==> config.mk <==
export PLATFORM = sky130hd
export DESIGN_NAME = paced_release_fifo
export DESIGN_NICKNAME = d
export VERILOG_FILES = /design/src/hdl/prf_pkg.sv /design/src/hdl/prf_ram.sv /design/src/hdl/prf_div.sv /design/src/hdl/paced_release_fifo.sv
export SDC_FILE = /design/constraint.sdc
export NUM_CORES = 1
export LEC_CHECK = 0
export ABC_AREA = 0
export BUFFER_PORTS_ARGS = -buffer_cell sky130_fd_sc_hd__buf_2
export CAP_MARGIN = 10
export CORE_ASPECT_RATIO = 1.5
export CORE_MARGIN = 2
export CORE_UTILIZATION = 35
export DETAILED_ROUTE_END_ITERATION = 8
export GPL_TIMING_DRIVEN = 0
export PLACE_DENSITY = 0.5
export SYNTH_ARGS = -nofsm -noshare
export SYNTH_HDL_FRONTEND = slang
export SYNTH_SLANG_ARGS = --single-unit
==> constraint.sdc <==
create_clock -name clk -period 11.7 [get_ports clk]
set_clock_uncertainty 0.1 [all_clocks]
set_input_delay 0.585 -clock clk [delete_from_list [all_inputs] [get_ports clk]]
set_output_delay 0.585 -clock clk [all_outputs]
set_load 0.005 [all_outputs]
==> src/hdl/prf_pkg.sv <==
`default_nettype none
package prf_pkg;

	// queue and divider geometry
	localparam int QueueDepthDef = 16;
	localparam int MsW           = 16;
	localparam int GameMsW       = 10;
	localparam int TicksW        = 16;
	localparam int MaxSizeW      = 5;
	localparam int CfgDataW      = 16;
	localparam int CfgIdxW       = 2;
	localparam int ValW          = 32;
	localparam int IvW           = 17;

	// configuration register indexes
	localparam logic [CfgIdxW-1:0] REG_INIT_TICKS = 2'd0;
	localparam logic [CfgIdxW-1:0] REG_INIT_MS    = 2'd1;
	localparam logic [CfgIdxW-1:0] REG_GAME_MS    = 2'd2;
	localparam logic [CfgIdxW-1:0] REG_MAX_SIZE   = 2'd3;

	// configuration reset values
	localparam logic signed [TicksW-1:0] InitTicksRst = 16'sd0;
	localparam logic [MsW-1:0]           InitMsRst    = 16'd0;
	localparam logic [GameMsW-1:0]       GameMsRst    = 10'd10;
	localparam logic [MaxSizeW-1:0]      MaxSizeRst   = 5'd16;

	// saturation limits for the set commands
	localparam logic signed [ValW-1:0] TicksMin = -32'sd32768;
	localparam logic signed [ValW-1:0] TicksMax = 32'sd32767;
	localparam logic signed [ValW-1:0] MsMax    = 32'sd65535;

	typedef enum logic [2:0] {
		CMD_TICK      = 3'd0,
		CMD_PUSH      = 3'd1,
		CMD_SET_TICKS = 3'd2,
		CMD_SET_MS    = 3'd3,
		CMD_RESTORE   = 3'd4,
		CMD_CLEAR     = 3'd5
	} cmd_t;

	typedef enum logic [1:0] {
		ST_IDLE,
		ST_EXEC,
		ST_DIV,
		ST_REL
	} state_t;

	localparam logic KIND_RELEASE  = 1'b0;
	localparam logic KIND_OVERFLOW = 1'b1;

endpackage
`default_nettype wire

==> src/hdl/prf_ram.sv <==
`default_nettype none
module prf_ram #(
	parameter int WIDTH = prf_pkg::ValW,
	parameter int DEPTH = prf_pkg::QueueDepthDef,
	parameter int AW    = (DEPTH > 1) ? $clog2(DEPTH) : 1
) (
	input  wire logic             clk,
	input  wire logic             we,
	input  wire logic [AW-1:0]    waddr,
	input  wire logic [WIDTH-1:0] wdata,
	input  wire logic [AW-1:0]    raddr,
	output logic      [WIDTH-1:0] rdata
);
	import prf_pkg::*;

	logic [WIDTH-1:0] mem_q [DEPTH];
	logic [WIDTH-1:0] rdata_q;

	always_ff @(posedge clk) begin
		if (we) begin
			mem_q[waddr] <= wdata;
		end
		rdata_q <= mem_q[raddr];
	end

	assign rdata = rdata_q;

endmodule
`default_nettype wire

==> src/hdl/prf_div.sv <==
`default_nettype none
module prf_div (
	input  wire logic                        clk,
	input  wire logic                        arst_n,
	input  wire logic                        start,
	input  wire logic [prf_pkg::MsW-1:0]     dividend,
	input  wire logic [prf_pkg::GameMsW-1:0] divisor,
	output logic                             done,
	output logic      [prf_pkg::MsW-1:0]     quotient
);
	import prf_pkg::*;

	localparam int CntW = $clog2(MsW);

	logic                busy_q;
	logic                done_q;
	logic [CntW-1:0]     cnt_q;
	logic [GameMsW-1:0]  den_q;
	logic [GameMsW-1:0]  rem_q;
	logic [MsW-1:0]      quo_q;
	logic [GameMsW:0]    trial;
	logic [GameMsW:0]    diff;
	logic                fits;

	// one restoring step per cycle, quotient bits shift in from the right
	always_comb begin
		trial = {rem_q, quo_q[MsW-1]};
		diff  = trial - {1'b0, den_q};
		fits  = trial >= {1'b0, den_q};
	end

	always_ff @(posedge clk or negedge arst_n) begin
		if (!arst_n) begin
			busy_q <= 1'b0;
			done_q <= 1'b0;
			cnt_q  <= '0;
		end else begin
			done_q <= 1'b0;
			if (start) begin
				busy_q <= 1'b1;
				cnt_q  <= '0;
			end else if (busy_q) begin
				cnt_q <= cnt_q + 1'b1;
				if (cnt_q == CntW'(MsW - 1)) begin
					busy_q <= 1'b0;
					done_q <= 1'b1;
				end
			end
		end
	end

	always_ff @(posedge clk) begin
		if (start) begin
			den_q <= divisor;
			rem_q <= '0;
			quo_q <= dividend;
		end else if (busy_q) begin
			rem_q <= fits ? diff[GameMsW-1:0] : trial[GameMsW-1:0];
			quo_q <= {quo_q[MsW-2:0], fits};
		end
	end

	assign done     = done_q;
	assign quotient = quo_q;

endmodule
`default_nettype wire

==> src/hdl/paced_release_fifo.sv <==
`default_nettype none
// paced release fifo: a bounded queue of signed 32-bit values that lets one
// value out per tick command, no sooner than the current interval after the
// previous release. the interval is max(1, interval_ticks + interval_ms /
// game_interval_ms), the quotient coming from a bit-serial divider.
// a command is taken when start is high and busy is low. push, the set and
// restore commands, clear, idle codes and ticks that release nothing keep
// busy high for 1 cycle, in ST_EXEC; a tick that releases keeps busy high
// through ST_EXEC, ST_DIV (16 divider steps) and ST_REL.
// each result (a released value, or a push refused because the queue is at
// the clamped max_queue_size) appears on kind/value_res for exactly one cycle,
// flagged by result_valid, as busy falls. the receiver cannot stall, so it must
// take every result in the cycle it is shown. configuration writes go in at
// any edge with cfg_wr_en high but are only meant for times when busy is low
// and no result is pending. queue storage is a ram with registered read, no
// clearing pass: entries are only read after they have been written.
module paced_release_fifo #(
	parameter int QUEUE_DEPTH = prf_pkg::QueueDepthDef
) (
	input  wire logic                                clk,
	input  wire logic                                arst_n,
	// command channel
	input  wire logic                                start,
	output logic                                     busy,
	input  wire logic [2:0]                          command,
	input  wire logic signed [prf_pkg::ValW-1:0]     value,
	// result channel
	output logic                                     result_valid,
	output logic                                     kind,
	output logic signed [prf_pkg::ValW-1:0]          value_res,
	// configuration write port
	input  wire logic                                cfg_wr_en,
	input  wire logic [prf_pkg::CfgIdxW-1:0]         cfg_index,
	input  wire logic [prf_pkg::CfgDataW-1:0]        cfg_data
);
	import prf_pkg::*;

	localparam int AW   = (QUEUE_DEPTH > 1) ? $clog2(QUEUE_DEPTH) : 1;
	localparam int OccW = $clog2(QUEUE_DEPTH + 1);
	localparam int CmpW = (OccW > MaxSizeW) ? OccW : MaxSizeW;
	localparam int SumW = ((AW > OccW) ? AW : OccW) + 1;

	// configuration registers
	logic signed [TicksW-1:0] init_ticks_q;
	logic [MsW-1:0]           init_ms_q;
	logic [GameMsW-1:0]       game_ms_q;
	logic [MaxSizeW-1:0]      max_size_q;

	// queue and pacing state
	logic [AW-1:0]            head_q;
	logic [OccW-1:0]          occ_q;
	logic [ValW-1:0]          now_q;
	logic [ValW-1:0]          tgt_q;
	logic                     tset_q;
	logic signed [TicksW-1:0] iv_ticks_q;
	logic [MsW-1:0]           iv_ms_q;
	logic [IvW-1:0]           iv_q;

	// latched command
	cmd_t                     cmd_q;
	logic signed [ValW-1:0]   val_q;

	// result register
	logic                     res_valid_q;
	logic                     res_kind_q;
	logic signed [ValW-1:0]   res_val_q;

	state_t                   state_q;
	state_t                   state_d;

	logic                     div_start;
	logic                     div_done;
	logic [MsW-1:0]           div_quo;
	logic [GameMsW-1:0]       divisor;
	logic                     ram_we;
	logic [AW-1:0]            waddr;
	logic [ValW-1:0]          head_data;
	logic                     rel_ok;
	logic                     full;
	logic [CmpW-1:0]          cap;
	logic [SumW-1:0]          wsum;
	logic [AW-1:0]            head_next;
	logic signed [IvW:0]      iv_sum;
	logic [ValW:0]            tgt_sum;

	// ---------------------------------------------------------------
	// derived values
	// ---------------------------------------------------------------

	// zero tick length counts as one
	assign divisor = (game_ms_q == '0) ? GameMsW'(1) : game_ms_q;

	// usable capacity: max_queue_size clamped to 1..QUEUE_DEPTH
	always_comb begin
		if (max_size_q == '0) begin
			cap = CmpW'(1);
		end else if (CmpW'(max_size_q) > CmpW'(QUEUE_DEPTH)) begin
			cap = CmpW'(QUEUE_DEPTH);
		end else begin
			cap = CmpW'(max_size_q);
		end
	end

	assign full = CmpW'(occ_q) >= cap;

	// head is due when no target exists yet or time has reached it
	assign rel_ok = (occ_q != '0) && (!tset_q || (tgt_q <= now_q));

	// tail slot, wrapping at the queue depth
	assign wsum  = SumW'(head_q) + SumW'(occ_q);
	assign waddr = (wsum >= SumW'(QUEUE_DEPTH)) ? AW'(wsum - SumW'(QUEUE_DEPTH)) : AW'(wsum);

	assign head_next = (head_q == AW'(QUEUE_DEPTH - 1)) ? '0 : head_q + 1'b1;

	// interval before the floor of one tick
	assign iv_sum = (IvW+1)'(iv_ticks_q) + $signed({2'b00, div_quo});

	// next target, saturating at the top of the time range
	assign tgt_sum = {1'b0, now_q} + (ValW+1)'(iv_q);

	// ---------------------------------------------------------------
	// sequencer
	// ---------------------------------------------------------------

	always_comb begin
		state_d = state_q;
		unique case (state_q)
			ST_IDLE: begin
				if (start) begin
					state_d = ST_EXEC;
				end
			end
			ST_EXEC: begin
				// only a releasing tick needs the divider
				if (cmd_q == CMD_TICK && rel_ok) begin
					state_d = ST_DIV;
				end else begin
					state_d = ST_IDLE;
				end
			end
			ST_DIV: begin
				if (div_done) begin
					state_d = ST_REL;
				end
			end
			ST_REL: begin
				state_d = ST_IDLE;
			end
			default: begin
				state_d = ST_IDLE;
			end
		endcase
	end

	always_comb begin
		busy      = 1'b1;
		div_start = 1'b0;
		ram_we    = 1'b0;
		unique case (state_q)
			ST_IDLE: begin
				busy = 1'b0;
			end
			ST_EXEC: begin
				div_start = (cmd_q == CMD_TICK) && rel_ok;
				ram_we    = (cmd_q == CMD_PUSH) && !full;
			end
			ST_DIV, ST_REL: begin
				busy = 1'b1;
			end
			default: begin
				busy = 1'b1;
			end
		endcase
	end

	always_ff @(posedge clk or negedge arst_n) begin
		if (!arst_n) begin
			state_q <= ST_IDLE;
		end else begin
			state_q <= state_d;
		end
	end

	// command latch on transfer
	always_ff @(posedge clk) begin
		if (state_q == ST_IDLE && start) begin
			cmd_q <= cmd_t'(command);
			val_q <= value;
		end
	end

	// ---------------------------------------------------------------
	// configuration registers
	// ---------------------------------------------------------------

	always_ff @(posedge clk or negedge arst_n) begin
		if (!arst_n) begin
			init_ticks_q <= InitTicksRst;
			init_ms_q    <= InitMsRst;
			game_ms_q    <= GameMsRst;
			max_size_q   <= MaxSizeRst;
		end else if (cfg_wr_en) begin
			unique case (cfg_index)
				REG_INIT_TICKS: init_ticks_q <= $signed(cfg_data[TicksW-1:0]);
				REG_INIT_MS:    init_ms_q    <= cfg_data[MsW-1:0];
				REG_GAME_MS:    game_ms_q    <= cfg_data[GameMsW-1:0];
				REG_MAX_SIZE:   max_size_q   <= cfg_data[MaxSizeW-1:0];
				default: ;
			endcase
		end
	end

	// ---------------------------------------------------------------
	// queue, time and interval state
	// ---------------------------------------------------------------

	always_ff @(posedge clk or negedge arst_n) begin
		if (!arst_n) begin
			head_q      <= '0;
			occ_q       <= '0;
			now_q       <= '0;
			tgt_q       <= '0;
			tset_q      <= 1'b0;
			iv_ticks_q  <= InitTicksRst;
			iv_ms_q     <= InitMsRst;
			res_valid_q <= 1'b0;
		end else begin
			res_valid_q <= 1'b0;
			if (state_q == ST_EXEC) begin
				case (cmd_q)
					CMD_TICK: begin
						// a releasing tick advances time at the end of ST_REL
						if (!rel_ok && now_q != '1) begin
							now_q <= now_q + 1'b1;
						end
					end
					CMD_PUSH: begin
						if (full) begin
							res_valid_q <= 1'b1;
						end else begin
							occ_q <= occ_q + 1'b1;
							if (!tset_q || tgt_q < now_q) begin
								tgt_q  <= now_q;
								tset_q <= 1'b1;
							end
						end
					end
					CMD_SET_TICKS: begin
						if (val_q < TicksMin) begin
							iv_ticks_q <= TicksMin[TicksW-1:0];
						end else if (val_q > TicksMax) begin
							iv_ticks_q <= TicksMax[TicksW-1:0];
						end else begin
							iv_ticks_q <= val_q[TicksW-1:0];
						end
					end
					CMD_SET_MS: begin
						if (val_q < 0) begin
							iv_ms_q <= '0;
						end else if (val_q > MsMax) begin
							iv_ms_q <= MsMax[MsW-1:0];
						end else begin
							iv_ms_q <= val_q[MsW-1:0];
						end
					end
					CMD_RESTORE: begin
						iv_ticks_q <= init_ticks_q;
						iv_ms_q    <= init_ms_q;
					end
					CMD_CLEAR: begin
						// target and interval stay as they are
						occ_q  <= '0;
						head_q <= '0;
					end
					default: ;
				endcase
			end else if (state_q == ST_REL) begin
				res_valid_q <= 1'b1;
				head_q      <= head_next;
				occ_q       <= occ_q - 1'b1;
				tgt_q       <= tgt_sum[ValW] ? '1 : tgt_sum[ValW-1:0];
				tset_q      <= 1'b1;
				if (now_q != '1) begin
					now_q <= now_q + 1'b1;
				end
			end
		end
	end

	// interval floor of one, and the result payload
	always_ff @(posedge clk) begin
		if (state_q == ST_DIV && div_done) begin
			iv_q <= (iv_sum < 1) ? IvW'(1) : iv_sum[IvW-1:0];
		end
		if (state_q == ST_EXEC) begin
			res_kind_q <= KIND_OVERFLOW;
			res_val_q  <= val_q;
		end else if (state_q == ST_REL) begin
			res_kind_q <= KIND_RELEASE;
			res_val_q  <= $signed(head_data);
		end
	end

	// ---------------------------------------------------------------
	// divider and queue storage
	// ---------------------------------------------------------------

	prf_div u_div (
		.clk      (clk),
		.arst_n   (arst_n),
		.start    (div_start),
		.dividend (iv_ms_q),
		.divisor  (divisor),
		.done     (div_done),
		.quotient (div_quo)
	);

	// read port sits on the head; data is long settled before a release
	prf_ram #(
		.WIDTH (ValW),
		.DEPTH (QUEUE_DEPTH),
		.AW    (AW)
	) u_ram (
		.clk   (clk),
		.we    (ram_we),
		.waddr (waddr),
		.wdata (val_q),
		.raddr (head_q),
		.rdata (head_data)
	);

	assign result_valid = res_valid_q;
	assign kind         = res_kind_q;
	assign value_res    = res_val_q;

endmodule
`default_nettype wire

==> metrics.cfg <==
[status]
status=completed

[timing]
setup_ws_ns=7.12
max_freq_ghz=0.218
period_share_pct=39.1
tightestPinTransition_ns=1.21
tns_ns=0
slew-limit-headroom_pct=18.3
maxSlewViolCount=0
rsz0062_at_grt=no
finalHoldViolations=0
post-route-min-period_ns=4.58
finalSetupViolations=0

[placed_design]
port_buffers=91
gp_congestion=0.824
post-place-ws_ns=7.00
dp_hpwl_um=67500

[die]
dieArea_sq_mm=0.104
core_area_sq_mm=0.100
start_util_pct=35.3
io_pins=92
die_w_um=263
rows=142
chipHeight_um=393

[finish]
layout_common_cells=622 x edfxtp_1, 264 x nand2_1, 159 x dfrtp_1
fillCellCount=9266
multi_input_area_sq_mm=0.0111
antenna_cells=0
drive_above_1_share_pct=15.5
seq_area_sq_mm=0.0236
syn_to_final_growth_pct=16.8
layout.nets=2907
final_common_cell=edfxtp_1

[pwr]
leakage_nw=14.6
ir_drop_v=0.000105
power.density_mw_per_mm2=225

[clock_tree]
clockRootBuffer=clkbuf_16
cts_hold_buffers=35
cts_made_buffers=83
cts_tree=yes
cts_max_level=3
cts.clk_slew.worst_paths_ns=0.06
clockBufferDepth=3
clock_sinks=827
ctsResizeCount=0
clk_latency_ns=0.68
post_cts_buffers=0

[logic_synthesis]
syn_inst=2520
ys.flop_type=edfxtp_1
ys_seq_elements=827
synth_top_area_share_pct=52.9
synth_edf_count=622
synth_cell_type_count=80
async_reset_ff_share_pct=19.6
post_synth.cell_area_avg_sq_um=14.0
yosys_warnings=0
synth_area_leader_cell=edfxtp_1
ys_seq_area_share_pct=66.8
syn_nets=2670
synthesis.area_sq_mm=0.0353
ys_top_cells_by_area=edfxtp_1 53%, dfrtp_1 11%, mux4_2 4.1%, ha_1 3.2%, mux2i_1 3.1%

[worst_setup_path]
critical_path.max_fanout=18
cp-start-kind=flip-flop
worstPathArrival_ns=4.85
required_ns=11.97
worstSetupPathType=reg2reg
end_kind=flip-flop

[global_routing]
antenna_found_initial=0
grt_pass1_vias=23000
grt_use_total_pct=19.0
grt_pass1_wl_um=146000
overflow=0
grt_max_degree=89

[hold_path]
hold_class=in2reg

[route]
ant_nets=0
num_vias=21700
first_pass_iters=5
routedWlPerCell_um=23.6
wl_um=97400
drc=0
viasPerCell=5.26
drt-initial-drc-count=1546

[flow_run]
drv_cap=0

stage by stage:
| step | hold WS (ns) | area (sq um) | util [%] | total power, mW | cells |
|---|---|---|---|---|---|
| 3_5_place_dp | 0.372 | 38000 | 38.0 | 6.58 | 3932 |
| 6_report | 0.0575 | 41200 | 41.2 | 9.29 | 4124 |
| 2_1_floorplan | 0.189 | 35300 | - | 5.63 | 2520 |
| 4_1_cts | 0.0183 | 41200 | 41.2 | 9.39 | 4123 |
| 3_3_place_gp | 0.362 | 37400 | 37.4 | 6.44 | 3907 |
| 5_1_grt | 0.0427 | 41200 | 41.2 | 9.78 | 4124 |
path summary, 6_finish.rpt:
check                               start            endpoint  slack [ns]  cells past startpoint
hold reg to reg            u_div.rem_q[9]      u_div.rem_q[9]        0.38                      2
min in group asynchronous          arst_n           tgt_q[25]        0.39                      2
hold / removal               cfg_data[12]       init_ms_q[12]        0.06                      2
setup reg to reg                flip-flop  u_ram.mem_q[7][24]        7.12                      7
max in group asynchronous          arst_n        game_ms_q[1]       10.18                      3
setup / recovery                flip-flop  u_ram.mem_q[7][24]        7.12                      7
cell families after synthesis:
family | after synthesis | share of synthesized area, %
DFF | 827 | 66.8
and+or+nand+nor | 597 | 7.61
AOI/OAI and AO/OA | 485 | 8.61
muxes | 247 | 9.52
buffers and inverters | 192 | 2.12
adders and majority gates | 93 | 3.38
xor gates and xnor gates | 79 | 1.96
flip-flops by register name (all words and copies together), names as in the netlist, 3 cells and up, named ones only:
name            count
cmd_q               3
game_ms_q          10
head_q              4
init_ms_q          16
init_ticks_q       16
iv_ms_q            16
iv_q               17
iv_ticks_q         16
max_size_q          5
now_q              32
occ_q               5
tgt_q              32
u_div.cnt_q         4
u_div.den_q        10
u_div.quotient     16
u_div.rem_q        10
u_ram.mem_q       512
u_ram.rdata        32
val_q              32
value_res          32
synthesized netlist by cell type, types with 5 or more instances:
| master | n |
|---|---|
| dfxtp_1 | 43 |
| clkbuf_1 | 92 |
| o22ai_1 | 14 |
| and2_1 | 8 |
| xnor2_1 | 62 |
| edfxtp_1 | 622 |
| o21ai_0 | 152 |
| dfrtp_1 | 159 |
| buf_1 | 15 |
| o211ai_1 | 7 |
| buf_2 | 10 |
| or2_2 | 6 |
| nand2b_1 | 13 |
| o31ai_1 | 13 |
| mux4_2 | 64 |
| mux2i_1 | 111 |
| a31oi_1 | 9 |
| nand3b_1 | 5 |
| a21o_1 | 16 |
| a211o_1 | 5 |
| nor2_1 | 157 |
| a32oi_1 | 7 |
| or3_1 | 13 |
| nor2b_1 | 16 |
| a21oi_1 | 140 |
| o21a_1 | 12 |
| inv_1 | 71 |
| a221oi_1 | 36 |
| nor3b_1 | 6 |
| nand3_1 | 29 |
| nor4_1 | 5 |
| nor3_1 | 16 |
| nand2_1 | 264 |
| mux2_2 | 72 |
| ha_1 | 89 |
| xor2_1 | 17 |
| nand4_1 | 35 |
| and3_1 | 8 |
| a22oi_1 | 34 |
power breakdown:
group	total (mW)	switching, mW	internal [mW]	leakage, nW
clock	2.78	1.17	1.60	1.38
combinational	2.59	1.54	1.05	5.22
sequential	3.92	0.288	3.63	8.00
total	9.29	3.00	6.29	14.6
metal layers:
layer  GRT usage [%]  part of all wire, %
met1            22.5                   40
met4            6.73                  3.0
met2            35.5                   53
met3            2.33                  3.6
met5               0                    0
critical path, cell delays in order (launching register included):
cell	delay [ns]
dfrtp_1	0.36
clkbuf_1	0.23
nor2b_1	0.62
clkbuf_1	0.52
buf_1	0.72
nand4_1	0.58
nor2_4	0.86
buf_16	0.25
area by class of cell:
| cell class | instances | area share [%] |
|---|---|---|
| clock inverters | 42 | 1.27 |
| flip-flops and latches | 827 | 57.2 |
| inverters | 72 | 0.655 |
| well taps | 1296 | 3.93 |
| repair buffers | 152 | 3.21 |
| multi-input cells | 1501 | 26.9 |
| plain buffers | 120 | 1.16 |
| clock buffers | 114 | 5.62 |
No activity file was read; power rests on OpenSTA's default activity.
